`src/hw/rtl/bfdh_pkg.sv`:
```
`timescale 1ns / 1ps
// ----------------------------------------------------------------------------
// bfdh_pkg: shared types and constants
// Widths, limits, register indexes and controller states of the Bloom filter.
// ----------------------------------------------------------------------------
package bfdh_pkg;

    localparam int MAX_BITS   = 65536;
    localparam int MAX_PROBES = 30;
    localparam int ADDR_W     = $clog2(MAX_BITS);
    localparam int NBITS_W    = 17;
    localparam int PROBES_W   = 5;
    localparam int HASH_W     = 64;
    localparam int CFG_W      = 17;
    localparam int IDX_W      = 1;

    localparam logic [IDX_W-1:0] REG_BITS_IN_USE = 1'b0;
    localparam logic [IDX_W-1:0] REG_PROBE_COUNT = 1'b1;

    localparam logic OP_ADD   = 1'b0;
    localparam logic OP_QUERY = 1'b1;

    typedef enum logic [2:0] {
        ST_IDLE,
        ST_MOD,
        ST_READ,
        ST_CHECK,
        ST_DONE
    } state_t;

    // Request from the controller to the remainder unit.
    typedef struct packed {
        logic              start;
        logic [HASH_W-1:0] dividend;
        logic [ADDR_W:0]   modulus;
    } mod_req_t;

    typedef struct packed {
        logic              done;
        logic [ADDR_W-1:0] rem;
    } mod_rsp_t;

endpackage

```
`src/hw/rtl/bfdh_mod_unit.sv`:
```
`timescale 1ns / 1ps
// ----------------------------------------------------------------------------
// bfdh_mod_unit: 64-bit remainder by the modulus
// Restoring remainder, two dividend bits per cycle.
// ----------------------------------------------------------------------------
module bfdh_mod_unit
(
    input  logic               clk,
    input  logic               rst_n,
    input  bfdh_pkg::mod_req_t req,
    output bfdh_pkg::mod_rsp_t rsp
);

    localparam int RW = bfdh_pkg::ADDR_W + 1;
    localparam int CW = $clog2(bfdh_pkg::HASH_W / 2 + 1);

    logic [bfdh_pkg::HASH_W-1:0] shf_reg, shf_next;
    logic [RW-1:0]               rem_reg, rem_next;
    logic [RW-1:0]               mod_reg, mod_next;
    logic [CW-1:0]               cnt_reg, cnt_next;
    logic                        busy_reg, busy_next;
    logic                        done_reg, done_next;
    logic [RW:0]                 t1, t2;
    logic [RW-1:0]               r1;

    always_comb
    begin
        // Two restoring steps; remainder stays below the modulus (at most 2^16).
        t1 = {rem_reg, shf_reg[bfdh_pkg::HASH_W-1]};
        r1 = (t1 >= {1'b0, mod_reg}) ? RW'(t1 - {1'b0, mod_reg}) : RW'(t1);
        t2 = {r1, shf_reg[bfdh_pkg::HASH_W-2]};
        shf_next  = shf_reg;
        rem_next  = rem_reg;
        mod_next  = mod_reg;
        cnt_next  = cnt_reg;
        busy_next = busy_reg;
        done_next = 1'b0;
        if (req.start)
        begin
            shf_next  = req.dividend;
            rem_next  = '0;
            mod_next  = req.modulus;
            cnt_next  = CW'(bfdh_pkg::HASH_W / 2);
            busy_next = 1'b1;
        end
        else if (busy_reg)
        begin
            shf_next = {shf_reg[bfdh_pkg::HASH_W-3:0], 2'b00};
            rem_next = (t2 >= {1'b0, mod_reg}) ? RW'(t2 - {1'b0, mod_reg}) : RW'(t2);
            cnt_next = cnt_reg - 1'b1;
            if (cnt_reg == CW'(1))
            begin
                busy_next = 1'b0;
                done_next = 1'b1;
            end
        end
    end

    always_ff @(posedge clk or negedge rst_n)
    begin
        if (!rst_n)
        begin
            busy_reg <= 1'b0;
            done_reg <= 1'b0;
            cnt_reg  <= '0;
        end
        else
        begin
            busy_reg <= busy_next;
            done_reg <= done_next;
            cnt_reg  <= cnt_next;
        end
    end

    always_ff @(posedge clk)
    begin
        shf_reg <= shf_next;
        rem_reg <= rem_next;
        mod_reg <= mod_next;
    end

    assign rsp.done = done_reg;
    assign rsp.rem  = rem_reg[bfdh_pkg::ADDR_W-1:0];

endmodule

```
`config.mk`:
```
export PLATFORM = sky130hd
export DESIGN_NAME = bfdh_mod_unit
export DESIGN_NICKNAME = d
export VERILOG_FILES = /design/src/hw/rtl/bfdh_pkg.sv /design/src/hw/rtl/bfdh_mod_unit.sv
export SDC_FILE = /design/constraint.sdc
export NUM_CORES = 1
export LEC_CHECK = 0
export BUFFER_PORTS_ARGS = -buffer_cell sky130_fd_sc_hd__buf_2
export CELL_PAD_IN_SITES_DETAIL_PLACEMENT = 0
export CELL_PAD_IN_SITES_GLOBAL_PLACEMENT = 1
export CORE_AREA = 4 4 129 131
export DETAILED_ROUTE_END_ITERATION = 10
export DIE_AREA = 0 0 133 135
export GPL_ROUTABILITY_DRIVEN = 0
export PLACE_DENSITY_LB_ADDON = 0.1
export RECOVER_POWER = 25
export REMOVE_ABC_BUFFERS = 1
export SETUP_SLACK_MARGIN = 0.15
export SYNTH_ARGS = -nofsm -noshare
export SYNTH_HDL_FRONTEND = slang
export SYNTH_SLANG_ARGS = --single-unit
export TNS_END_PERCENT = 50
```
`constraint.sdc`:
```
create_clock -name clk -period 4.9 [get_ports clk]
set_input_delay 0.245 -clock clk [delete_from_list [all_inputs] [get_ports clk]]
set_output_delay 0.245 -clock clk [all_outputs]
set_load 0.005 [all_outputs]
```
==> results of run 1 <==
[cell families (layout without fill, tap and decap cells)]
group	after synthesis	in the layout	synth area share [%]
simple gates	120	120	9.62
mux	77	77	13.6
flops	106	106	47.4
buf+inv	68	180	5.39
xor+xnor	29	29	4.05
fa+ha+maj	38	38	7.82
compound gates	105	106	12.1
[power by group]
part / leakage [nW] / total, W / switching [W] / internal (W)
Combinational: 1.97 / 0.00283 / 0.00145 / 0.00139
Sequential: 1.09 / 0.00125 / 0.0000938 / 0.00115
Clock: 0.149 / 0.000763 / 0.000356 / 0.000407
Total: 3.21 / 0.00484 / 0.00190 / 0.00295
[worst max-delay path by stage]
stage,from,depth (start not counted),slack [ps],end
after floorplan,mod_reg[7],18,-360,rem_reg[16]
after global placement,shf_reg[63],22,140,rem_reg[13]
after detailed placement,shf_reg[63],22,-50,rem_reg[8]
after CTS,shf_reg[63],23,150,rem_reg[8]
after global routing,shf_reg[63],22,4,rem_reg[8]
final,shf_reg[63],21,280,rem_reg[8]
[per-layer routing]
metal / track usage [%] / part of all wire [%]
met5: 0 / 0
met4: 4.16 / 1.4
met3: 5.22 / 5.3
met2: 27.5 / 50
met1: 19.4 / 44
[cell type report]
class	instances	area [um^2]	area share, %
Multi-Input combinational cell	370	3170	41.7
Sequential cell	106	2970	39.1
Timing Repair Buffer	132	758	9.97
Tap cell	216	270	3.55
Clock buffer	9	225	2.96
Inverter	32	120	1.58
Clock inverter	7	86.3	1.14
[what timing repair did]
item | in CTS | in global routing
pin swaps | 0 | 17
gates resized for setup | 11 | 29
hold buffers | 1 | 0
buffers inserted | 0 | 6
setup endpoints to repair | 15 | 17
hold endpoints to repair | 8 | 0
cloned | 1 | 2
[through the flow]
stage          power, W  setup WS (ps)  util (%)  cell area (um^2)  hold slack [ps]
5_1_grt         0.00524           4.12      48.7              7600             40.7
2_1_floorplan   0.00299           -364         -              6050            -50.6
3_3_place_gp    0.00369            144      44.9              7000             95.9
4_1_cts         0.00461            152      47.4              7390             44.9
3_5_place_dp    0.00370          -55.0      44.9              7000             99.2
6_report        0.00484            277      48.7              7600             65.4
[synth_stat cells (3+ instances only)]
| master | instances |
|---|---|
| dfrtp_1 | 8 |
| mux2i_1 | 12 |
| o21ai_1 | 5 |
| ha_1 | 36 |
| clkbuf_1 | 16 |
| dfxtp_1 | 17 |
| a211oi_1 | 15 |
| o21bai_1 | 3 |
| a21oi_1 | 21 |
| xnor2_1 | 20 |
| o21ai_0 | 12 |
| and3_1 | 3 |
| a21o_1 | 7 |
| a31oi_1 | 6 |
| or2_1 | 3 |
| nand4_1 | 4 |
| nor3_1 | 4 |
| mux2_2 | 65 |
| a21oi_2 | 7 |
| edfxtp_1 | 81 |
| nor2b_1 | 5 |
| xor2_1 | 9 |
| o21a_1 | 4 |
| and2_1 | 5 |
| nand2b_1 | 9 |
| buf_4 | 17 |
| nand2_1 | 14 |
| inv_1 | 31 |
| nand3_1 | 9 |
| nor2_1 | 49 |
==> flow_summary_export.csv, run 1 <==
group,metric,value,unit
global_routing,antenna_found_initial,0,
placement,portBuffers,100,
setup_path,slowest_stage,"edfxtp_1",
clock_tree,path_clk_slew,80,ps
setup_path,cp_max_fo,5,
floorplanning,start_util,40.2,%
timing,finalHoldViolCount,0,
setup_path,arrival,4820,ps
setup_path,reg2reg_from,"shf_reg[63]",
clock_tree,clock_latency,350,ps
hold_path,hold_class,"in2reg",
timing,min_period,4620,ps
floorplanning,die_w,133,um
timing,slew_viol_final,37,
logic_synthesis,yosysTopAreaCell,"edfxtp_1",
logic_synthesis,netlist_area,6270,um^2
cells_and_area,final_cell_count_no_fill,872,
logic_synthesis,synth-seq-area-share,47.4,%
timing,setup_tns,0,ps
placement,placed_cells,846,
logic_synthesis,ys_types,68,
setup_path,crit_buf_inv,3,
setup_path,worstSetupEndpointType,"register",
global_routing,grt_overflow,0,
logic_synthesis,synth_area_leaders,"edfxtp_1 39%, mux2_2 12%, ha_1 7.2%",
logic_synthesis,yosys_register_bits,106,
timing,finalCritPeriodShare,94.3,%
logic_synthesis,synth-async-reset-ratio,7.55,%
cells_and_area,largest_reg_flops,64,
setup_path,ff2ff_setup_slack,280,ps
floorplanning,die_height,135,um
status,run_status,"complete, but fails checks",
cells_and_area,final_common_cell,"buf_2",
setup_path,worstSetupPathType,"reg2reg",
timing,worst_pin_slew,1970,ps
timing,rsz0062_at_grt,"yes",
pwr,power.density,637,nW/um^2
logic_synthesis,synth-edff-count,81,
cells_and_area,final_nets,773,
floorplanning,die-area,18000,um^2
drt,drc,0,
setup_path,required,5100,ps
cells_and_area,layout-drive-gt1-share,38.9,%
cells_and_area,fill_cells,1433,
logic_synthesis,yosys_warnings,0,
setup_path,path_cells,"inv_1 -> ha_2 -> inv_2 -> fa_2 -> nand3_4 -> a21boi_4 -> o311a_4 -> o221ai_4 -> o21bai_4 -> mux2_2 -> ha_1 -> a21o_1 -> a21oi_2 -> a2bb2oi_2 -> a31oi_4 -> a31oi_2 -> o21ai_2 -> a221oi_4 -> buf_6 -> mux2i_2 -> a211oi_1",
floorplanning,io_pins,101,
floorplanning,core,15600,um^2
pwr,power.leakage,3.21,nW
cells_and_area,most-common-layout-cells,"97 x buf_2, 81 x edfxtp_1, 65 x mux2_2, 47 x nor2_1, 33 x ha_1",
logic_synthesis,syn_inst,543,
global_routing,grt_pass1_wl,22900,um
drt,via_count,4352,
drt,routed_wirelength,14200,um
drt,firstDrtPassIters,4,
global_routing,first_global_vias,4592,
placement,place_hpwl,10200,um
pwr,ir_drop,0.000267,V
job,drv_cap,1,
hold_path,holdCritStartpoint,"req[2]",
global_routing,grt_max_degree,74,
timing,relSlewSlack,-31.2,%
clock_tree,cts.htree.levels,3,
clock_tree,cts_root_buf,"clkbuf_16",
drt,wire_per_inst,16.3,um
logic_synthesis,synth_area_per_cell,11.5,um^2
floorplanning,rows,46,
setup_path,regToRegEndpoint,"rem_reg[8]",
clock_tree,ctsLongestPathBuffers,2,
setup_path,r2r_cells,21,
setup_path,cp-start-kind,"register",
drt,ant_nets,0,
timing,fmax,216,MHz
hold_path,hold_path_depth,1,
timing,setup_violations,0,
status,violations,"capacitance limit, slew limit",
hold_path,whs_endpoint,"mod_reg[2]",
logic_synthesis,synthFlopType,"edfxtp_1",
logic_synthesis,synth_top_area_share,38.8,%
setup_path,slowest_delay,410,ps
clock_tree,cts_buffers,9,
global_routing,grt.total_usage,16.0,%
drt,first_iter_violations,190,
timing,fin_skew,7.37,ps
setup_path,crit_family,"compound AO/OA/AOI/OAI gates",
cells_and_area,n_antenna_cell,0,
clock_tree,cts_tree,"yes",
cells_and_area,area_delta_synth_final,21.3,%
drt,via_per_inst,4.99,
clock_tree,cts.sinks,106,
No activity file was read; power rests on OpenSTA's default activity.
==> inputs of run 2 (changes only) <==
--- a/config.mk
+++ b/config.mk
@@ -5,12 +5,13 @@
 export SDC_FILE = /design/constraint.sdc
 export NUM_CORES = 1
 export LEC_CHECK = 0
+export ABC_AREA = 1
 export BUFFER_PORTS_ARGS = -buffer_cell sky130_fd_sc_hd__buf_2
 export CELL_PAD_IN_SITES_DETAIL_PLACEMENT = 0
 export CELL_PAD_IN_SITES_GLOBAL_PLACEMENT = 1
-export CORE_AREA = 4 4 129 131
+export CORE_AREA = 4 4 139 141
 export DETAILED_ROUTE_END_ITERATION = 10
-export DIE_AREA = 0 0 133 135
+export DIE_AREA = 0 0 143 145
 export GPL_ROUTABILITY_DRIVEN = 0
 export PLACE_DENSITY_LB_ADDON = 0.1
 export RECOVER_POWER = 25
==> run 2 against run 1 <==
First-iteration DRC count is 35% higher. Power is 3.2% higher. Non-clock buffer count fell by 27. Via count up 24%. The flow still finishes with violations (capacitance limit, slew limit). Die area up 15%. Sequential power hardly changed. Hold slack improved by 3.4 ps. Final area rose by 1.1%. Sequential share of layout area fell by 0.41 points. Clock skew down 1.4 ps. Maximum frequency grew 13%. Largest power group unchanged. Area after synthesis rose by 7.8%.
==> flow_summary_export.csv, run 2 <==
group,metric,value,unit
logic_synthesis,synth_top_family_by_area,"simple AND/OR/NAND/NOR gates",
setup_path,cp_common_cell,"nand2_1",
clock_tree,path_clk_slew,80,ps
drt,firstDrtPassIters,4,
clock_tree,cts_tree,"yes",
logic_synthesis,synth_area_per_cell,7.73,um^2
logic_synthesis,synth_area_leaders,"edfxtp_1 36%, nand2_1 20%, ha_1 6.7%",
timing,worst_pin_slew,1780,ps
global_routing,grt_pass1_wl,26900,um
setup_path,worstSetupEndpointType,"register",
placement,place_ws,815,ps
cells_and_area,final_util,42.8,%
logic_synthesis,yosys_register_bits,106,
setup_path,required,5150,ps
timing,finalCritPeriodShare,83.2,%
global_routing,antenna_found_initial,2,
cells_and_area,final_common_cell,"nand2_1",
setup_path,ff2ff_setup_slack,820,ps
timing,relSlewSlack,-18.8,%
clock_tree,post_cts_buffers,0,
status,violations,"capacitance limit, slew limit",
clock_tree,cts.sinks,106,
global_routing,use_met2,24.6,%
logic_synthesis,netlist_area,6760,um^2
clock_tree,cts.htree.levels,3,
timing,min_period,4080,ps
logic_synthesis,syn_inst,874,
cells_and_area,area_delta_synth_final,13.7,%
logic_synthesis,synthFlopType,"edfxtp_1",
drt,wire_per_inst,13.6,um
pwr,switching_power,0.00228,W
setup_path,crit_family,"simple AND/OR/NAND/NOR gates",
hold_path,hold_class,"in2reg",
floorplanning,io_pins,101,
drt,drc,0,
floorplanning,start_util,37.6,%
logic_synthesis,yosys_warnings,0,
pwr,pwr-share-seq,24.6,%
cells_and_area,fill_cells,1928,
cells_and_area,layout-drive-gt1-share,15.6,%
floorplanning,core,18000,um^2
setup_path,reg2reg_from,"shf_reg[63]",
cells_and_area,multi_input_area,3150,um^2
status,run_status,"complete, but fails checks",
cells_and_area,n_antenna_cell,0,
global_routing,met3_usage,3.92,%
floorplanning,rows,49,
cells_and_area,final_nets,1073,
cells_and_area,seq_area,2970,um^2
logic_synthesis,synth-edff-count,81,
drt,routed_wirelength,16200,um
timing,slew_viol_final,36,
global_routing,gr-usage-met1,21.9,%
job,drv_cap,1,
clock_tree,cts_root_buf,"clkbuf_16",
pwr,total_power,0.00500,W
logic_synthesis,synth-compound-area-share,6.33,%
setup_path,cp_max_fo,28,
logic_synthesis,synthSimpleGateAreaFrac,30.4,%
pwr,ir_drop,0.000228,V
setup_path,regToRegEndpoint,"rem_reg[3]",
drt,via_per_inst,4.57,
clock_tree,hold_buffers,1,
logic_synthesis,ys_types,40,
timing,setup_tns,0,ps
logic_synthesis,synth-async-reset-ratio,7.55,%
global_routing,busiest_layer,"met2",
pwr,power.leakage,4.01,nW
clock_tree,clock_latency,350,ps
logic_synthesis,synth_top_cells_by_count,"368 x nand2_1, 102 x inv_1, 81 x edfxtp_1",
setup_path,critical_path.startpoint,"shf_reg[63]",
cells_and_area,most-common-layout-cells,"368 x nand2_1, 100 x inv_1, 87 x buf_2, 81 x edfxtp_1, 43 x nand3_1",
logic_synthesis,yosys.cell_count.top_type,"nand2_1",
pwr,p_int,0.00272,W
timing,fmax,245,MHz
drt,via_count,5416,
setup_path,r2r_cells,25,
setup_path,worstSetupPathType,"reg2reg",
timing,fin_ws,822,ps
global_routing,grt_max_degree,67,
logic_synthesis,synth_top_area_share,36.0,%
global_routing,grt_overflow,0,
timing,fin_skew,5.97,ps
timing,setup_violations,0,
floorplanning,die_height,145,um
setup_path,arrival,4320,ps
pwr,p_sw_share,45.6,%
clock_tree,cts_buffers,9,
timing,finalHoldViolCount,0,
setup_path,cp-start-kind,"register",
drt,first_iter_violations,257,
clock_tree,ctsLongestPathBuffers,2,
global_routing,first_global_vias,5446,
pwr,power.density,650,nW/um^2
setup_path,worstSetupEndpoint,"rem_reg[3]",
clock_tree,cts_resized,0,
pwr,power_frac_clock,17.1,%
setup_path,crit_buf_inv,3,
setup_path,slowest_stage,"fa_1",
timing,timing.hold.ws,68.7,ps
floorplanning,die-area,20700,um^2
drt,ant_nets,0,
logic_synthesis,synth-seq-area-share,44.0,%
setup_path,cp.depth,25,
pwr,combPwrFrac,58.3,%
logic_synthesis,synth-xor-area-share,2.59,%
logic_synthesis,yosys-mux-area-fraction,0,%
timing,rsz0062_at_grt,"no",
logic_synthesis,yosysTopAreaCell,"edfxtp_1",
floorplanning,die_w,143,um
setup_path,slowest_delay,470,ps
placement,place_hpwl,12500,um
cells_and_area,largest_reg_flops,64,
placement,portBuffers,100,
logic_synthesis,synthAdderAreaFrac,7.26,%
global_routing,grt.total_usage,15.9,%
## run 2: changes by cell type in the layout (fill, tap and decap cells not counted), sizes merged, moves of 6 or more
cell / delta
nor2: -15
nand3: +37
buf: -37
a211oi: -16
a21o: -6
o21ai: +21
clkbuf: +10
xor2: -7
nand2b: -9
mux2: -65
mux2i: -12
nand2: +379
inv: +74
## run 2: power by group through the flow
stage / registers (W) / logic (W) / clock network [W]
detailed placement: 0.00125 / 0.00293 / 0
finish: 0.00123 / 0.00291 / 0.000855
floorplan: 0.00123 / 0.00224 / 0
CTS: 0.00123 / 0.00295 / 0.000889
global placement: 0.00125 / 0.00295 / 0
global route: 0.00125 / 0.00335 / 0.000924
## run 2: how the worst min path moves through the flow
stage	from	endpoint	slack, ps	cells after the start
final	req[2]	mod_reg[2]	70	1
after global routing	req[12]	mod_reg[12]	50	1
after CTS	req[2]	mod_reg[2]	50	1
after detailed placement	rst_n	done_reg	100	1
after global placement	rst_n	done_reg	110	1
after floorplan	rst_n	busy_reg	-50	0
## run 2: kinds of logic (layout without fill, tap and decap cells)
| family | Yosys count | in the layout |
|---|---|---|
| simple gates | 486 | 486 |
| buf+inv | 146 | 228 |
| flops | 106 | 106 |
| compound gates | 78 | 78 |
| fa+ha+maj | 38 | 38 |
| xor+xnor | 20 | 20 |
## run 2: per-stage QoR
stage	cell area, um^2	instances
global placement	7340	1168
floorplan	6520	835
finish	7680	1185
detailed placement	7340	1168
global route	7680	1185
CTS	7700	1185
## run 2: routing by layer
metal  vias up  wire [um]  part of all wire [%]
met5         -         26                  0.16
met1      2362       7830                    48
met4         4        315                   1.9
li1       2914          -                     -
met3        22       1020                   6.3
met2       114       6970                    43
## run 2: final cells by class
cell class | instances | share of cell area [%]
inverter | 107 | 5.23
timing repair buffer | 105 | 6.82
multi-input combinational | 622 | 41.0
tap | 229 | 3.73
sequential | 106 | 38.7
clock buffer | 9 | 2.93
clock inverter | 7 | 1.63
## run 2: worst reg2reg max path, delay by kind of cell (launching register included)
family | cells | cell delay (ps)
buffers and inverters | 3 | 280
AND/OR/NAND/NOR | 18 | 1900
adder cells (fa/ha/maj) | 3 | 1060
AO/OA/AOI/OAI | 1 | 360
flip-flops | 1 | 380
==> inputs of run 3 (changes only) <==
--- a/config.mk
+++ b/config.mk
@@ -9,9 +9,9 @@
 export BUFFER_PORTS_ARGS = -buffer_cell sky130_fd_sc_hd__buf_2
 export CELL_PAD_IN_SITES_DETAIL_PLACEMENT = 0
 export CELL_PAD_IN_SITES_GLOBAL_PLACEMENT = 1
-export CORE_AREA = 4 4 139 141
+export CORE_AREA = 4 4 131 133
 export DETAILED_ROUTE_END_ITERATION = 10
-export DIE_AREA = 0 0 143 145
+export DIE_AREA = 0 0 135 137
 export GPL_ROUTABILITY_DRIVEN = 0
 export PLACE_DENSITY_LB_ADDON = 0.1
 export RECOVER_POWER = 25
==> constraint.sdc (replaced) <==
create_clock -name clk -period 4.1 [get_ports clk]
set_input_delay 0.205 -clock clk [delete_from_list [all_inputs] [get_ports clk]]
set_output_delay 0.205 -clock clk [all_outputs]
set_load 0.005 [all_outputs]
==> run 3 against run 2 <==
The run now ends clean. Sequential power rose by 21%. Critical path depth is 2 higher. Worst setup slack got worse by 430 ps. Register-to-register slack got worse by 430 ps. Die area decreased by 11%. Wire length up 2.3%. Final area rose by 5.6%. Combinational power grew 44%. Non-clock buffer count grew 14. Sequential share of layout area is 2.0 points lower. Largest power group unchanged.
==> flow_summary_export.csv, run 3 (synthesized netlist as in run 2, its figures left out) <==
group,metric,value,unit
pwr,ir_drop,0.000316,V
timing,slew_viol_final,0,
timing,setup_tns,0,ps
placement,place_hpwl,12300,um
setup_path,crit_buf_inv,5,
clock_tree,cts_root_buf,"clkbuf_16",
timing,finalHoldViolCount,0,
clock_tree,cts.htree.levels,3,
global_routing,first_global_vias,5656,
timing,min_period,3710,ps
cells_and_area,layout-drive-gt1-share,21.8,%
drt,via_per_inst,4.75,
setup_path,cp-start-kind,"register",
timing,relSlewSlack,27.2,%
clock_tree,path_clk_slew,70,ps
floorplanning,io_pins,101,
cells_and_area,final_cell_count_no_fill,1190,
drt,ant_nets,0,
status,run_status,"finished clean",
setup_path,required,4340,ps
placement,portBuffers,100,
floorplanning,core,15800,um^2
floorplanning,rows,46,
timing,timing.hold.ws,33.3,ps
drt,via_count,5653,
timing,fmax,269,MHz
global_routing,grt_max_degree,67,
setup_path,worstSetupPathType,"reg2reg",
setup_path,slowest_stage,"edfxtp_1",
placement,placed_cells,1160,
floorplanning,die_w,135,um
clock_tree,cts.sinks,106,
cells_and_area,largest_reg_flops,64,
timing,rsz0062_at_grt,"no",
setup_path,cp_max_fo,13,
hold_path,hold_class,"in2reg",
pwr,power.leakage,4.10,nW
global_routing,antenna_found_initial,2,
clock_tree,cts_buffers,9,
pwr,power.density,811,nW/um^2
cells_and_area,most-common-layout-cells,"362 x nand2_1, 95 x inv_1, 91 x buf_2, 81 x edfxtp_1, 40 x nand3_1",
cells_and_area,final_common_cell,"nand2_1",
drt,routed_wirelength,16500,um
drt,wire_per_inst,13.9,um
cells_and_area,area_delta_synth_final,20.0,%
clock_tree,clock_latency,340,ps
timing,worst_pin_slew,1090,ps
timing,fin_skew,7.43,ps
cells_and_area,final_cell_area,8110,um^2
floorplanning,start_util,42.7,%
floorplanning,die-area,18500,um^2
placement,place_area,7360,um^2
timing,finalCritPeriodShare,90.5,%
timing,setup_violations,0,
drt,drc,0,
drt,first_iter_violations,266,
setup_path,cp_common_cell,"nand2_1",
clock_tree,ctsLongestPathBuffers,2,
setup_path,worstSetupEndpointType,"register",
setup_path,crit_family,"simple AND/OR/NAND/NOR gates",
job,drv_cap,0,
cells_and_area,final_nets,1090,
global_routing,grt_overflow,0,
clock_tree,cts_tree,"yes",
floorplanning,die_height,137,um
setup_path,arrival,3950,ps
global_routing,grt.total_usage,18.0,%
setup_path,slowest_delay,320,ps
global_routing,grt_pass1_wl,27000,um
drt,firstDrtPassIters,4,
[run 3: cell types whose count changed in the layout (fill, tap and decap cells not counted), sizes merged]
| cell | before | now |
|---|---|---|
| buf | 91 | 106 |
| clkbuf | 22 | 21 |
| nand2 | 393 | 396 |
| bufinv | 3 | 1 |
| clkinv | 2 | 3 |
| clkinvlp | 0 | 1 |
| diode | 0 | 1 |
[run 3: layout make-up]
type                    instances  area, um^2
well taps                     216         270
fillers                      1587        7720
clock inverters                 7        76.3
diodes                          1        2.50
clock buffers                   9         225
repair buffers                119         661
multi-input cells             625        3500
flip-flops and latches        106        2970
inverters                     107         404
[run 3: power by group]
group	switching, W	internal, W
clock network	0.000404	0.000480
registers	0.000141	0.00135
logic	0.00247	0.00173
total	0.00302	0.00356
[run 3: path summary, 6_finish.rpt]
path                                to         from  cells past startpoint  slack, ps
min in group asynchronous   cnt_reg[4]        rst_n                      2        310
setup / recovery            rem_reg[8]   mod_reg[7]                     27        390
hold / removal             mod_reg[16]      req[16]                      1         30
max in group asynchronous   cnt_reg[0]        rst_n                      2       3480
setup reg to reg            rem_reg[8]   mod_reg[7]                     27        390
hold reg to reg            rem_reg[16]  rem_reg[16]                      2        500
[run 3: repair_timing]
item,4_1_cts,5_1_grt
endpoints found under the setup margin,17,17
gates cloned,0,3
hold endpoints to repair,8,0
resized for setup,5,63
hold buffers,1,0
pin swaps,1,11
setup buffers,2,7
[run 3: metal layers]
metal	global-route usage (%)	share of wire (%)	vias up
li1	-	-	2953
met5	0	0.12	-
met2	29.3	47	110
met4	5.15	1.5	4
met1	24.3	46	2568
met3	3.82	5.1	18
[run 3: stage by stage]
stage / total power (W) / utilization [%] / setup slack (ps)
final: 0.00658 / 51.2 / 388
after global routing: 0.00720 / 51.2 / 88.0
after CTS: 0.00610 / 48.7 / 198
after detailed placement: 0.00505 / 46.5 / 123
after global placement: 0.00502 / 46.5 / 186
after floorplan: 0.00415 / - / 527
[run 3: worst reg2reg max path, cell delays in order, from the launching register on]
cell and delay (ps):
edfxtp_1 320, inv_1 100, ha_4 310, nand2_1 90, nor2_2 150, nand4_1 210, nor2_2 210, nor2_4 60
buf_12 160, nand2_4 110, buf_4 160, nand2_1 80, nand2_2 90, inv_2 50, ha_4 230, a21oi_1 210
nand2_1 100, a21oi_1 120, nand2_1 90, nand2_1 60, nand2_1 50, nand2_2 110, nand2_8 100, nor2_8 130
buf_12 140, nand2_1 50, nand3_1 80, nand2_1 50
